--- src/rtl/tlrxh_pkg.sv ---
package tlrxh_pkg;

  // Number of entries in the prime table and the width of a table position.
  localparam int unsigned PrimeCount = 17;
  localparam int unsigned PosW       = 5;
  localparam int unsigned HashW      = 32;
  localparam int unsigned RotAmt     = 13;

  // Whitespace codes that are trimmed at both ends of a line.
  localparam logic [7:0] CharSpace = 8'h20;
  localparam logic [7:0] CharTab   = 8'h09;
  localparam logic [7:0] CharCr    = 8'h0D;

  // One request on the input channel.
  typedef struct packed {
    logic [7:0] char_byte;
    logic       has_char;
    logic       end_of_line;
  } item_t;

  // Prime for a table position. A position past the table reads as the first entry.
  function automatic logic [HashW-1:0] prime_at(input logic [PosW-1:0] pos);
    logic [HashW-1:0] p;
    unique case (pos)
      5'd0:    p = 32'd43;
      5'd1:    p = 32'd101;
      5'd2:    p = 32'd149;
      5'd3:    p = 32'd193;
      5'd4:    p = 32'd241;
      5'd5:    p = 32'd293;
      5'd6:    p = 32'd353;
      5'd7:    p = 32'd409;
      5'd8:    p = 32'd461;
      5'd9:    p = 32'd521;
      5'd10:   p = 32'd587;
      5'd11:   p = 32'd641;
      5'd12:   p = 32'd691;
      5'd13:   p = 32'd757;
      5'd14:   p = 32'd823;
      5'd15:   p = 32'd881;
      5'd16:   p = 32'd947;
      default: p = 32'd43;
    endcase
    return p;
  endfunction

  // Space, tab and carriage return count as whitespace.
  function automatic logic is_blank(input logic [7:0] c);
    return (c == CharSpace) || (c == CharTab) || (c == CharCr);
  endfunction

  // Fixed left rotation of the running sum.
  function automatic logic [HashW-1:0] rotl(input logic [HashW-1:0] x);
    return {x[HashW-RotAmt-1:0], x[HashW-1:HashW-RotAmt]};
  endfunction

endpackage

--- src/rtl/tlrxh_core.sv ---
module tlrxh_core (
  input  logic                          clk_i,
  input  logic                          rst_ni,
  input  logic                          adv_i,
  input  tlrxh_pkg::item_t              item_i,
  output logic [tlrxh_pkg::HashW-1:0]   hash_o
);

  logic [tlrxh_pkg::HashW-1:0] committed_q, committed_d;
  logic [tlrxh_pkg::HashW-1:0] tentative_q, tentative_d;
  logic [tlrxh_pkg::PosW-1:0]  pos_q, pos_d;
  logic                        seen_q, seen_d;

  logic                        white;
  logic                        seen_now;
  logic                        hashing;
  logic                        commit;
  logic [tlrxh_pkg::PosW-1:0]  pos_use;
  logic [tlrxh_pkg::PosW-1:0]  pos_inc;
  logic [tlrxh_pkg::HashW-1:0] tent_new;

  // Per-byte update: one table read, two XORs and a fixed rotate.
  always_comb begin
    white    = tlrxh_pkg::is_blank(item_i.char_byte);
    seen_now = seen_q | (item_i.has_char & ~white);
    hashing  = item_i.has_char & seen_now;
    commit   = hashing & ~white;
    pos_use  = (pos_q < tlrxh_pkg::PosW'(tlrxh_pkg::PrimeCount)) ? pos_q : '0;
    pos_inc  = pos_use + tlrxh_pkg::PosW'(1);
    tent_new = tlrxh_pkg::rotl(tentative_q ^ tlrxh_pkg::prime_at(pos_use)
                               ^ {{(tlrxh_pkg::HashW-8){1'b0}}, item_i.char_byte});
    hash_o   = commit ? tent_new : committed_q;
  end

  // Next state. The end of a line returns every sum to zero.
  always_comb begin
    committed_d = committed_q;
    tentative_d = tentative_q;
    pos_d       = pos_q;
    seen_d      = seen_q;
    if (adv_i) begin
      if (item_i.end_of_line) begin
        committed_d = '0;
        tentative_d = '0;
        pos_d       = '0;
        seen_d      = 1'b0;
      end else begin
        seen_d = seen_now;
        if (hashing) begin
          tentative_d = tent_new;
          pos_d = (pos_inc >= tlrxh_pkg::PosW'(tlrxh_pkg::PrimeCount)) ? '0 : pos_inc;
        end
        if (commit) begin
          committed_d = tent_new;
        end
      end
    end
  end

  always_ff @(posedge clk_i or negedge rst_ni) begin
    if (!rst_ni) begin
      committed_q <= '0;
      tentative_q <= '0;
      pos_q       <= '0;
      seen_q      <= 1'b0;
    end else begin
      committed_q <= committed_d;
      tentative_q <= tentative_d;
      pos_q       <= pos_d;
      seen_q      <= seen_d;
    end
  end

  // The table position always stays inside the table.
  assert property (@(posedge clk_i) disable iff (!rst_ni)
    pos_q < tlrxh_pkg::PosW'(tlrxh_pkg::PrimeCount))
    else $error("prime position left the table");

  // Before the first non-white byte of a line nothing has been summed.
  assert property (@(posedge clk_i) disable iff (!rst_ni)
    !seen_q |-> (committed_q == '0 && tentative_q == '0 && pos_q == '0))
    else $error("sum changed during leading whitespace");

  // A finished line leaves the state cleared for the next one.
  assert property (@(posedge clk_i) disable iff (!rst_ni)
    (adv_i && item_i.end_of_line) |=> (!seen_q && committed_q == '0))
    else $error("state not cleared after line end");

  // After a non-white byte is committed, both sums agree.
  assert property (@(posedge clk_i) disable iff (!rst_ni)
    (adv_i && commit && !item_i.end_of_line) |=> (committed_q == tentative_q))
    else $error("committed sum differs from tentative sum after a non-white byte");

endmodule

--- src/rtl/trimmed_line_rotate_xor_hash.sv ---
// Hashes a text line that arrives one byte per request and returns one 32-bit
// result for each request with end_of_line set; other requests give no result.
// Leading and trailing space, tab and carriage return are left out of the hash,
// and an empty or all-white line hashes to zero. The block takes one request per
// cycle, also while a result waits, until a second line end meets a full output
// register. A request is held in an input register while the running sums are
// updated, and the hash waits in an output register; out_valid_o rises once the
// line end has moved from the input register into the output register, and the
// result can be taken at the following edge. The update of the running sums
// (table read, XORs, rotate) is combinational.
module trimmed_line_rotate_xor_hash (
  input  logic        clk_i,
  input  logic        rst_ni,
  input  logic        in_valid_i,
  output logic        in_ready_o,
  input  logic [7:0]  char_byte_i,
  input  logic        has_char_i,
  input  logic        end_of_line_i,
  output logic        out_valid_o,
  input  logic        out_ready_i,
  output logic [31:0] line_hash_o
);

  logic                        stg_valid_q;
  tlrxh_pkg::item_t            stg_item_q;
  logic                        stg_adv;
  logic                        out_valid_q;
  logic [tlrxh_pkg::HashW-1:0] out_hash_q;
  logic [tlrxh_pkg::HashW-1:0] hash;

  // The stage moves unless it holds a line end and the output is still full.
  assign stg_adv    = stg_valid_q & (~stg_item_q.end_of_line | ~out_valid_q | out_ready_i);
  assign in_ready_o = ~stg_valid_q | stg_adv;

  tlrxh_core u_core (
    .clk_i  (clk_i),
    .rst_ni (rst_ni),
    .adv_i  (stg_adv),
    .item_i (stg_item_q),
    .hash_o (hash)
  );

  // Valid flags of the input and output registers.
  always_ff @(posedge clk_i or negedge rst_ni) begin
    if (!rst_ni) begin
      stg_valid_q <= 1'b0;
      out_valid_q <= 1'b0;
    end else begin
      if (in_ready_o) begin
        stg_valid_q <= in_valid_i;
      end
      if (stg_adv && stg_item_q.end_of_line) begin
        out_valid_q <= 1'b1;
      end else if (out_ready_i) begin
        out_valid_q <= 1'b0;
      end
    end
  end

  // Payload registers.
  always_ff @(posedge clk_i) begin
    if (in_ready_o && in_valid_i) begin
      stg_item_q.char_byte   <= char_byte_i;
      stg_item_q.has_char    <= has_char_i;
      stg_item_q.end_of_line <= end_of_line_i;
    end
    if (stg_adv && stg_item_q.end_of_line) begin
      out_hash_q <= hash;
    end
  end

  assign out_valid_o = out_valid_q;
  assign line_hash_o = out_hash_q;

endmodule
--- config.mk ---
export PLATFORM = sky130hd
export DESIGN_NAME = trimmed_line_rotate_xor_hash
export DESIGN_NICKNAME = d
export VERILOG_FILES = /design/src/rtl/tlrxh_pkg.sv /design/src/rtl/tlrxh_core.sv /design/src/rtl/trimmed_line_rotate_xor_hash.sv
export SDC_FILE = /design/constraint.sdc
export NUM_CORES = 1
export LEC_CHECK = 0
export BUFFER_PORTS_ARGS = -buffer_cell sky130_fd_sc_hd__buf_2
export CORE_MARGIN = 2
export CORE_UTILIZATION = 35
export CTS_CLUSTER_DIAMETER = 50
export DETAILED_ROUTE_END_ITERATION = 8
export GPL_TIMING_DRIVEN = 0
export RECOVER_POWER = 50
export REMOVE_ABC_BUFFERS = 1
export SYNTH_ARGS = -nofsm -noshare
export SYNTH_HDL_FRONTEND = slang
export SYNTH_SLANG_ARGS = --single-unit
--- constraint.sdc ---
create_clock -name clk_i -period 2.3 [get_ports clk_i]
set_input_delay 0.46 -clock clk_i [delete_from_list [all_inputs] [get_ports clk_i]]
set_output_delay 0.46 -clock clk_i [all_outputs]
set_load 0.05 [all_outputs]
Word-level counts from Yosys, hierarchy flattened
Memory sizes are Yosys's and may differ from the RTL's.
Cells that the tools add are included.
Word-level totals
  word-level logic and storage cells: 49
  flip-flop bits (word level): 114
  bits in read-only memories: 288
  memories: 1
Cells by class
  bitwise gates (word level): 14
  magnitude comparators: 2
  add/sub/neg operators: 1
  equal/unequal tests: 3
  reductions and logical operators: 7
  muxes and demuxes: 11
Memory list
  (name not given): words 32, bits a word 9, rd ports 1, clocked after Yosys merged registers in 0, wr ports 0, line tlrxh_pkg.sv:24  | unique case (pos)
Operator list (number)
  32-bit 2-to-1 mux: 4
  32-bit XOR: 1
  32-bit by 8-bit XOR with 32-bit output: 1
  5-bit 2-to-1 mux: 4
  8-bit by 4-bit == test with 1-bit output (second input constant): 2
  8-bit by 6-bit == test with 1-bit output (second input constant): 1
  5-bit by 1-bit adder with 5-bit output (second input constant): 1
  5-bit >= comparator (second input constant): 1
  5-bit < comparator (second input constant): 1
  1-bit bitwise AND: 4
  1-bit NOT: 4
  1-bit OR: 4
  2-bit nonzero test: 2
  1-bit 2-to-1 mux: 3
  1-bit logical AND: 2
  1-bit logical OR: 2
  2-bit AND reduction: 1

Depth between registers and ports, before layout
Gate-level depths: netlist of run 1.
  depth in word-level cells: 10
  mapped depth: 10
  depth with buffers taken out: 10

Hierarchy
A second synthesis of run 1 with hierarchy kept.
Unflattened totals
  cells, all modules: 431
  area total of the unflattened synthesis: 5253.8 um^2
Modules (own cells, without submodules)
  tlrxh_core: sequential area each 1751.7 um^2, times used 1, area an instance 3886.2 um^2, cells each 379
  trimmed_line_rotate_xor_hash: sequential area each 1311.3 um^2, times used 1, area an instance 1367.6 um^2, cells each 52

Least setup slack after synthesis of run 1
No wires, ideal clock.
  path type: reg2reg
  from: register out_valid_q (netlist: out_valid_o)
  to: register u_core.tentative_q[27] (netlist bit)
  setup slack: -0.331 ns
  buffers on the path: 2
  cell stages (with the launch flop): 7
  data required time: 2.179 ns
  arrival: 2.510 ns
  path through: dfrtp_1 > nand3_1 > and3_1 > clkbuf_1 > a31oi_4 > buf_8 > a22o_1
On the way
  cells in the longest elaborated chain, start to end: 5
Ends and longest elaborated chain
  from (decl): line trimmed_line_rotate_xor_hash.sv:27  | logic out_valid_q;
  from (signal assigned): line trimmed_line_rotate_xor_hash.sv:47  | out_valid_q <= 1'b0;
  from (signal assigned): line trimmed_line_rotate_xor_hash.sv:53  | out_valid_q <= 1'b1;
  from (signal assigned): line trimmed_line_rotate_xor_hash.sv:55  | out_valid_q <= 1'b0;
  1-bit NOT: line trimmed_line_rotate_xor_hash.sv:32  | assign stg_adv = stg_valid_q & (~stg_item_q.end_of_line | ~out_valid_q | out_ready_i);
  1-bit OR (2 in series): line trimmed_line_rotate_xor_hash.sv:32
  1-bit bitwise AND: line trimmed_line_rotate_xor_hash.sv:32
  2-bit AND reduction (no source line)
  to (signal assigned): line tlrxh_core.sv:68  | tentative_q <= tentative_d;
  to (decl): line tlrxh_core.sv:10  | logic [tlrxh_pkg::HashW-1:0] tentative_q, tentative_d;
Every way passes these cells.
A chain may end at the register's enable or synchronous reset.

Final worst setup path of run 1
  from: register u_core.pos_q[4] (netlist bit)
  to: register u_core.pos_q[2] (netlist bit)
On the way
  cells in the longest elaborated chain, start to end: 7
Ends and longest elaborated chain
  from (decl): line tlrxh_core.sv:11  | logic [tlrxh_pkg::PosW-1:0] pos_q, pos_d;
  from (signal assigned): line tlrxh_core.sv:69  | pos_q <= pos_d;
  5-bit < comparator: line tlrxh_core.sv:28  | pos_use = (pos_q < tlrxh_pkg::PosW'(tlrxh_pkg::PrimeCount)) ? pos_q : '0;
  5-bit 2-to-1 mux *: line tlrxh_core.sv:28
  5-bit by 1-bit adder with 5-bit output *: line tlrxh_core.sv:29  | pos_inc = pos_use + tlrxh_pkg::PosW'(1);
  5-bit >= comparator: line tlrxh_core.sv:51  | pos_d = (pos_inc >= tlrxh_pkg::PosW'(tlrxh_pkg::PrimeCount)) ? '0 : pos_inc;
  5-bit 2-to-1 mux *: line tlrxh_core.sv:51
  5-bit 2-to-1 mux *: line tlrxh_core.sv:49  | if (hashing) begin
  5-bit 2-to-1 mux *: line tlrxh_core.sv:42  | if (item_i.end_of_line) begin
Every way passes the cells marked *; elsewhere a longest branch is shown, timed or not. The select of a mux whose other input is x is not followed.

==> flow_summary_export.csv, run 1 <==
group,metric,value,unit
synth,yosys_warnings,0,
layout,ff_latch_area,3070,sq um
critical_path,required,2.64,ns
global_routing,antenna_found_initial,0,
run,maxCapViolCount,1,
timing,slew_headroom,-20.8,%
synth,yosysSeqAreaShare,61.2,%
timing,period_share,95.3,%
detailed_routing,vias_per_cell,5.16,
placed_design,routabilityCongestion,0.810,
floorplan,pin_count,48,
detailed_routing,routed_wl,10.9,mm
timing,drv_slew,73,
timing,skew,0.0100,ns
global_routing,overflow,0,
layout,final_common_cell,"dfrtp_1",
hold_path,hp-class,"in2reg",
placed_design,placed_area,5330,sq um
timing,period_needed,2.19,ns
detailed_routing,drc,0,
synth,syn_area,5000,sq um
synth,synth-edff-count,42,
synth,synth.distinct_cells,51,
layout,area_delta_synth_final,21.0,%
layout,nets,466,
synth,synthFlopType,"dfrtp_1",
floorplan,initial_core_util,35.9,%
detailed_routing,drt-pass1-iter-count,4,
power_and_ir_drop,power_density,959,nW/um^2
critical_path,critPathArrivalTime,2.53,ns
run_status,violations,"capacitance limit, slew limit",
layout,antenna_cells,0,
global_routing,grt_usage,15.3,%
timing,hold_viol_final,0,
power_and_ir_drop,peakVddDrop,0.755,mV
clocking,clockRootBuffer,"clkbuf_16",
critical_path,cp_max_fo,14,
timing,setup_viol,0,
clocking,insertion_delay,0.41,ns
detailed_routing,vias,3293,
floorplan,coreArea,13900,sq um
timing,worst_slew_pin_slew,1.81,ns
floorplan,die_w,124,um
timing,fmax,0.456,GHz
timing,setup_tns,0,ns
clocking,cts-buffers-inserted,17,
floorplan,num_rows,43,
synth,synth.avg_cell_area,12.6,sq um
clocking,cts_tree,"built",
placed_design,dp_hpwl,5.90,mm
global_routing,grt_pass1_vias,3250,
layout,most-common-layout-cells,"dfrtp_1, nand2_1, a22o_1",
critical_path,worst-setup-path-type,"reg2reg",
clocking,cts_htree_levels,4,
layout,multi_input_area,1830,sq um
synth,ys_seq_elements,114,
placed_design,io_buffers,47,
timing,timing.final.ws_setup,0.107,ns
clocking,clk_pin_slew,0.05,ns
detailed_routing,drt_iter0_markers,329,
critical_path,end_kind,"register",
global_routing,grt_pass1_wl,17.4,mm
critical_path,startpoint_type,"register",
layout,drive_above_1_share,17.7,%
power_and_ir_drop,p_leak,2.56,nW
global_routing,grt_max_degree,73,
placed_design,place_ws,-1.04,ns
detailed_routing,avgRoutedWirePerCell,17.1,um
critical_path,reg2reg_slack,0.11,ns
layout,design_area,6050,sq um
synth,syn_inst,396,
run_status,outcome,"finished, violations left",
clocking,ctsLongestPathBuffers,2,
synth,synth_async_sr_flop_share,63.2,%
floorplan,die_h,124,um
layout,final.fill_count,1261,
clocking,cts_sinks,114,
detailed_routing,antenna_left,0,
power_and_ir_drop,total_power,0.00580,W
floorplan,die-area,15300,sq um
[worst paths after layout]
| check | from | to | cells past startpoint |
|---|---|---|---|
| worst max-delay path | u_core.pos_q[4] | u_core.pos_q[2] | 7 |
| worst min-delay path | char_byte_i[0] | stg_item_q[2] | 1 |
| worst max register to register | u_core.pos_q[4] | u_core.pos_q[2] | 7 |
| worst min register to register | u_core.committed_q[21] | u_core.committed_q[21] | 1 |
| max in group asynchronous | rst_ni | u_core.pos_q[4] | 2 |
| min in group asynchronous | rst_ni | u_core.committed_q[13] | 2 |
[critical path, cell delays in order (launching register included)]
cell	delay (ns)
dfrtp_2	0.43
buf_4	0.20
nor2b_1	0.20
inv_1	0.07
ha_1	0.33
or4_4	0.56
o21bai_1	0.16
a32o_1	0.17
[synthesized netlist by cell type (all sizes together) (5+ instances only)]
library cell	number	area, sq um
o21ai	7	42.5
xnor2	16	140
clkbuf	7	26.3
a22o	60	526
edfxtp	42	1260
buf	18	141
inv	10	37.5
and2	5	31.3
nand2	71	267
ha	7	87.6
a21oi	5	25.0
nor2b	5	31.3
mux2	8	90.1
nor2	9	33.8
dfrtp	72	1800
[metrics by stage]
stage / hold WS [ns] / instances / utilization, %
global route: 0.205 / 638 / 43.4
floorplan: 0.164 / 371 / -
CTS: 0.0608 / 635 / 43.4
detailed placement: 0.474 / 599 / 38.2
global placement: 0.471 / 598 / 38.0
finish: 0.220 / 638 / 43.4
[layout make-up]
cell class / count / area share, %
timing repair buffer: 53 / 4.16
clock inverter: 9 / 2.54
inverter: 10 / 0.662
clock buffer: 23 / 7.90
multi-input combinational: 249 / 30.3
tap: 180 / 3.72
sequential: 114 / 50.7
[logic make-up (layout without fill, tap and decap cells)]
family | Yosys count | count (layout) | synth area share, %
flops | 114 | 114 | 61.2
mux | 10 | 10 | 2.20
fa+ha+maj | 7 | 7 | 1.75
simple gates | 113 | 113 | 11.0
compound gates | 97 | 99 | 16.2
xor+xnor | 20 | 20 | 3.50
buf+inv | 35 | 95 | 4.10
[what timing repair did]
| action | in CTS | in global routing |
|---|---|---|
| gates resized for setup | 11 | 15 |
| hold buffers | 0 | 0 |
| cloned | 2 | 0 |
| endpoints found under the setup margin | 102 | 50 |
| buffers inserted | 2 | 3 |
| pin swaps | 1 | 1 |
[power by group]
part           switching [W]  total (W)  internal (W)  leakage, nW
sequential         0.0000995    0.00236       0.00226         1.39
combinational       0.000440   0.000652      0.000212        0.874
clock               0.000899    0.00279       0.00190        0.303
total                0.00144    0.00580       0.00436         2.56
[state kept, by name, summed over array words and instances (netlist names)]
name                flops
line_hash_o            32
u_core.committed_q     32
u_core.tentative_q     32
stg_item_q             10
u_core.pos_q            5
out_valid_o             1
stg_valid_q             1
u_core.seen_q           1
[routing by layer]
metal	routed length, um	track usage (%)
met1	5190	21.9
met2	4810	21.2
met3	772	4.98
met4	121	6.68
met5	0	0
Power figures use the tool's default switching activity.
==> run 2, diff against run 1 <==
==> constraint.sdc (replaced) <==
create_clock -name clk_i -period 2.3 [get_ports clk_i]
set_input_delay 0.46 -clock clk_i [delete_from_list [all_inputs] [get_ports clk_i]]
set_output_delay 0.46 -clock clk_i [all_outputs]
set_load 0.005 [all_outputs]
==> run 2 against run 1 <==
The flow still finishes with violations (capacitance limit, slew limit). Wire length is 0.11% lower. Final cell count unchanged. Critical path depth is the same. Combinational power is 19% lower.
==> flow_summary_export.csv, run 2 (synthesis gave the netlist of run 1 again) <==
group,metric,value,unit
timing,holdWs,0.220,ns
detailed_routing,routed_wl,10.9,mm
layout,final_common_cell,"dfrtp_1",
timing,fmax,0.456,GHz
detailed_routing,drc,0,
detailed_routing,vias,3293,
global_routing,grt_max_degree,73,
detailed_routing,drt-pass1-iter-count,4,
timing,slew_headroom,-20.8,%
power_and_ir_drop,peakVddDrop,0.755,mV
global_routing,grt_pass1_vias,3250,
clocking,ctsLongestPathBuffers,2,
hold_path,hp-class,"in2reg",
hold_path,min_from,"char_byte_i[0]",
layout,nets,466,
timing,period_needed,2.19,ns
floorplan,pin_count,48,
detailed_routing,antenna_left,0,
detailed_routing,vias_per_cell,5.16,
clocking,cts_tree,"built",
detailed_routing,drt_iter0_markers,327,
clocking,insertion_delay,0.41,ns
critical_path,cp_max_fo,14,
timing,skew,0.0100,ns
floorplan,die_w,124,um
critical_path,r2r_end,"u_core.pos_q[2]",
run_status,violations,"capacitance limit, slew limit",
critical_path,reg2reg_slack,0.11,ns
critical_path,startpoint_type,"register",
layout,post-route-util,43.5,%
layout,stdcell_count,638,
timing,setup_viol,0,
power_and_ir_drop,total_power,0.00568,W
placed_design,dp_hpwl,5.90,mm
critical_path,worstSetupStartpoint,"u_core.pos_q[4]",
critical_path,endpoint,"u_core.pos_q[2]",
timing,drv_slew,73,
critical_path,worst-setup-path-type,"reg2reg",
clocking,cts_sinks,114,
clocking,clockRootBuffer,"clkbuf_16",
timing,period_share,95.3,%
layout,antenna_cells,0,
layout,most-common-layout-cells,"dfrtp_1, nand2_1, a22o_1",
floorplan,num_rows,43,
global_routing,overflow,0,
layout,drive_above_1_share,21.0,%
run_status,outcome,"finished, violations left",
critical_path,end_kind,"register",
floorplan,initial_core_util,35.9,%
floorplan,die_h,124,um
floorplan,coreArea,13900,sq um
clocking,clk_pin_slew,0.05,ns
detailed_routing,avgRoutedWirePerCell,17.1,um
run,maxCapViolCount,1,
layout,area_delta_synth_final,21.3,%
critical_path,rr_worst_depth,7,
power_and_ir_drop,p_leak,2.61,nW
floorplan,die-area,15300,sq um
clocking,cts_hold_buf,0,
global_routing,grt_usage,15.3,%
clocking,cts_htree_levels,4,
clocking,cts-buffers-inserted,17,
critical_path,r2r_start,"u_core.pos_q[4]",
placed_design,io_buffers,47,
power_and_ir_drop,power_density,936,nW/um^2
timing,hold_viol_final,0,
placed_design,dpl.cell_count,599,
critical_path,critPathArrivalTime,2.53,ns
global_routing,grt_pass1_wl,17.4,mm
placed_design,routabilityCongestion,0.810,
global_routing,antenna_found_initial,0,
critical_path,required,2.64,ns
timing,worst_slew_pin_slew,1.81,ns
==> run 2: changes by cell type in the layout (fill, tap and decap cells not counted) <==
cell      delta
buf_2       +15
clkbuf_1    -15
==> run 2: per-layer routing <==
metal	global-route usage [%]	vias to the layer above	part of all wire (%)	wire [um]
li1	-	1552	-	-
met1	21.9	1614	48	5190
met2	21.2	113	44	4810
met3	4.98	14	7.0	759
met4	6.68	0	1.1	121
met5	0	-	0	0
==> run 2: power breakdown <==
group | total, W | switching [W] | internal [W]
sequential | 0.00236 | 0.0000990 | 0.00226
clock | 0.00279 | 0.000899 | 0.00190
combinational | 0.000529 | 0.000313 | 0.000216
total | 0.00568 | 0.00131 | 0.00437
==> run 2: worst min path at each step <==
stage	end	slack [ns]	cells past startpoint
6_report	stg_item_q[2]	0.22	1
5_1_grt	stg_item_q[9]	0.21	1
4_1_cts	u_core.committed_q[13]	0.06	2
3_5_place_dp	u_core.committed_q[21]	0.47	1
3_3_place_gp	u_core.committed_q[21]	0.47	1
2_1_floorplan	out_valid_o	0.16	0
==> run 2: critical path: stages (launching register included) <==
cell      delay (ns)
dfrtp_2         0.43
buf_4           0.20
nor2b_1         0.20
inv_1           0.07
ha_1            0.33
or4_4           0.56
o21bai_1        0.16
a32o_1          0.17
==> run 2: cell type report <==
cell class / instances / area (sq um)
fill: 1256 / 7870
tap: 180 / 225
clock buffer: 23 / 478
sequential: 114 / 3070
timing repair buffer: 53 / 270
inverter: 10 / 40.0
multi-input combinational: 249 / 1830
clock inverter: 9 / 154
==> run 2: timing repair <==
| action | in CTS | in global routing |
|---|---|---|
| resized for setup | 11 | 15 |
| setup endpoints to repair | 102 | 50 |
| setup buffers | 2 | 3 |
| pin swaps | 1 | 1 |
| cloned | 2 | 0 |
==> run 2: stage by stage <==
step / setup TNS (ns) / setup slack (ns) / instance area (sq um)
2_1_floorplan: -1.66 / -0.0559 / 4830
3_3_place_gp: -65.79 / -0.955 / 5290
6_report: 0 / 0.107 / 6070
4_1_cts: 0 / 0.000654 / 6040
3_5_place_dp: -49.02 / -1.04 / 5330
5_1_grt: -0.0288 / -0.0255 / 6070
==> run 3, diff against run 2 <==
- CTS_BUF_LIST: not set -> sky130_fd_sc_hd__clkbuf_4
- REMOVE_ABC_BUFFERS: 1 -> not set
- TNS_END_PERCENT: not set -> 100
==> run 3 against run 2 <==
The run now ends clean. Worst setup slack lost 0.019 ns. Final cell count is 3.8% higher. Wire length is 0.15% lower. First-iteration DRC count fell by 15%. Fmax decreased by 0.85%. Die area unchanged. Critical path type unchanged.
==> flow_summary_export.csv, run 3 (synthesis gave the netlist of run 1 again) <==
group,metric,value,unit
floorplan,die_w,124,um
power_and_ir_drop,p_clk_share,32.7,%
critical_path,worst-setup-path-type,"reg2reg",
layout,antenna_cells,0,
layout,final_common_cell,"dfrtp_1",
power_and_ir_drop,p_sw_share,26.9,%
run,maxCapViolCount,0,
global_routing,grt_pass1_wl,17.7,mm
global_routing,antenna_found_initial,0,
floorplan,coreArea,13900,sq um
critical_path,required,2.57,ns
timing,skew,0.0196,ns
layout,multi_input_area,1770,sq um
layout,nets,490,
synth,synth_nets,417,
layout,most-common-layout-cells,"dfrtp_1, nand2_1, a22o_1",
hold_path,hp-class,"in2reg",
timing,drv_slew,0,
global_routing,grt_max_degree,46,
detailed_routing,antenna_left,0,
clocking,cts_sinks,114,
floorplan,num_rows,43,
layout,final.fill_count,1319,
floorplan,pin_count,48,
critical_path,crit_slowest_cell,"dfrtp_1",
timing,rsz0062_at_grt,"yes",
floorplan,die-area,15300,sq um
critical_path,critPathArrivalTime,2.48,ns
critical_path,path_cells,"buf_4 > nand2_2 > ha_2 > nor2_1 > nor3b_1 > o31ai_1 > xnor2_1 > mux2_2",
clocking,cts_htree_levels,4,
critical_path,startpoint_type,"register",
critical_path,critPathMaxStageDelay,0.38,ns
power_and_ir_drop,peakVddDrop,0.384,mV
placed_design,place_ws,-0.212,ns
timing,period_needed,2.21,ns
timing,period_share,96.1,%
clocking,insertion_delay,0.52,ns
timing,setup_viol,0,
clocking,cts_tree,"built",
floorplan,die_h,124,um
detailed_routing,vias_per_cell,5.09,
timing,timing.final.ws_setup,0.0886,ns
detailed_routing,drc,0,
power_and_ir_drop,comb_power_share,12.9,%
critical_path,cp_max_fo,9,
detailed_routing,drt_iter0_markers,277,
critical_path,cp_top_family,"flip-flops",
detailed_routing,vias,3367,
placed_design,dp_hpwl,7.63,mm
critical_path,end_kind,"register",
placed_design,io_buffers,47,
timing,fmax,0.452,GHz
timing,hold_viol_final,0,
power_and_ir_drop,switchingPower,0.00116,W
placed_design,routabilityCongestion,0.782,
global_routing,grt_usage,15.6,%
clocking,clk_pin_slew,0.10,ns
global_routing,overflow,0,
power_and_ir_drop,seqPwrFrac,54.3,%
detailed_routing,routed_wl,10.9,mm
layout,drive_above_1_share,21.0,%
clocking,ctsLongestPathBuffers,2,
layout,post-route-util,41.7,%
run_status,outcome,"finished clean",
detailed_routing,avgRoutedWirePerCell,16.4,um
layout,area_delta_synth_final,16.2,%
timing,worst_slew_pin_slew,1.11,ns
power_and_ir_drop,power.internal,0.00316,W
clocking,cts-buffers-inserted,17,
power_and_ir_drop,power_density,744,nW/um^2
critical_path,path_buf_inv,1,
clocking,clockRootBuffer,"clkbuf_4",
detailed_routing,drt-pass1-iter-count,4,
layout,ff_latch_area,3060,sq um
power_and_ir_drop,p_leak,2.54,nW
floorplan,initial_core_util,35.9,%
timing,slew_headroom,25.9,%
global_routing,grt_pass1_vias,3288,
run 3: timing repair:
action / CTS / global route
setup buffers: 2 / 3
endpoints found under the hold margin: 27 / 0
pin swaps: 0 / 3
hold buffers: 1 / 0
endpoints found under the setup margin: 33 / 37
resized for setup: 9 / 6
run 3: layout make-up:
class,instances,area share (%)
Sequential cell,114,52.7
Multi-Input combinational cell,247,30.4
Timing Repair Buffer,54,4.72
Tap cell,180,3.88
Buffer,25,2.95
Clock buffer,20,2.58
Clock inverter,12,2.00
Inverter,10,0.689
run 3: power by group through the flow:
stage	Combinational, W	Clock [W]	Sequential, W
6_report	0.000558	0.00142	0.00235
5_1_grt	0.000624	0.00154	0.00237
4_1_cts	0.000573	0.00144	0.00235
3_5_place_dp	0.000547	0	0.00239
3_3_place_gp	0.000533	0	0.00238
2_1_floorplan	0.000353	0	0.00236
run 3: final timing paths:
check                           slack [ns]                      to       startpoint  depth (start not counted)
worst max-delay path                  0.09         line_hash_o[20]  u_core.pos_q[1]                          8
worst min-delay path                  0.12           stg_item_q[8]   char_byte_i[6]                          1
worst max register to register        0.09         line_hash_o[20]  u_core.pos_q[1]                          8
worst min register to register        0.50           u_core.seen_q    u_core.seen_q                          2
max in group asynchronous             0.52  u_core.committed_q[29]           rst_ni                          3
min in group asynchronous             0.39             stg_valid_q           rst_ni                          2
run 3: metal layers:
layer  GRT usage [%]  vias to the layer above  routed length [um]
li1                -                     1598                   -
met5               0                        -                   0
met1            21.7                     1656                5140
met2            23.7                       98                5000
met3            4.61                       15                 588
met4            4.12                        0                 133
run 3: metrics by stage:
step / total power, W / std cells / cell area, sq um / setup TNS [ns] / hold slack, ns
3_5_place_dp: 0.00294 / 624 / 5490 / -7.02 / 0.423
2_1_floorplan: 0.00272 / 396 / 5000 / 0 / 0.164
5_1_grt: 0.00453 / 662 / 5810 / -0.0519 / 0.0696
3_3_place_gp: 0.00292 / 623 / 5460 / -4.51 / 0.472
6_report: 0.00432 / 662 / 5810 / 0 / 0.117
4_1_cts: 0.00436 / 659 / 5820 / -0.00638 / 0.0865
run 3: worst register-to-register path, cell delays in order (launching register included):
cell and delay [ns]:
dfrtp_1 0.38, buf_4 0.16, nand2_2 0.11, ha_2 0.32
nor2_1 0.14, nor3b_1 0.07, o31ai_1 0.30, xnor2_1 0.19
mux2_2 0.30
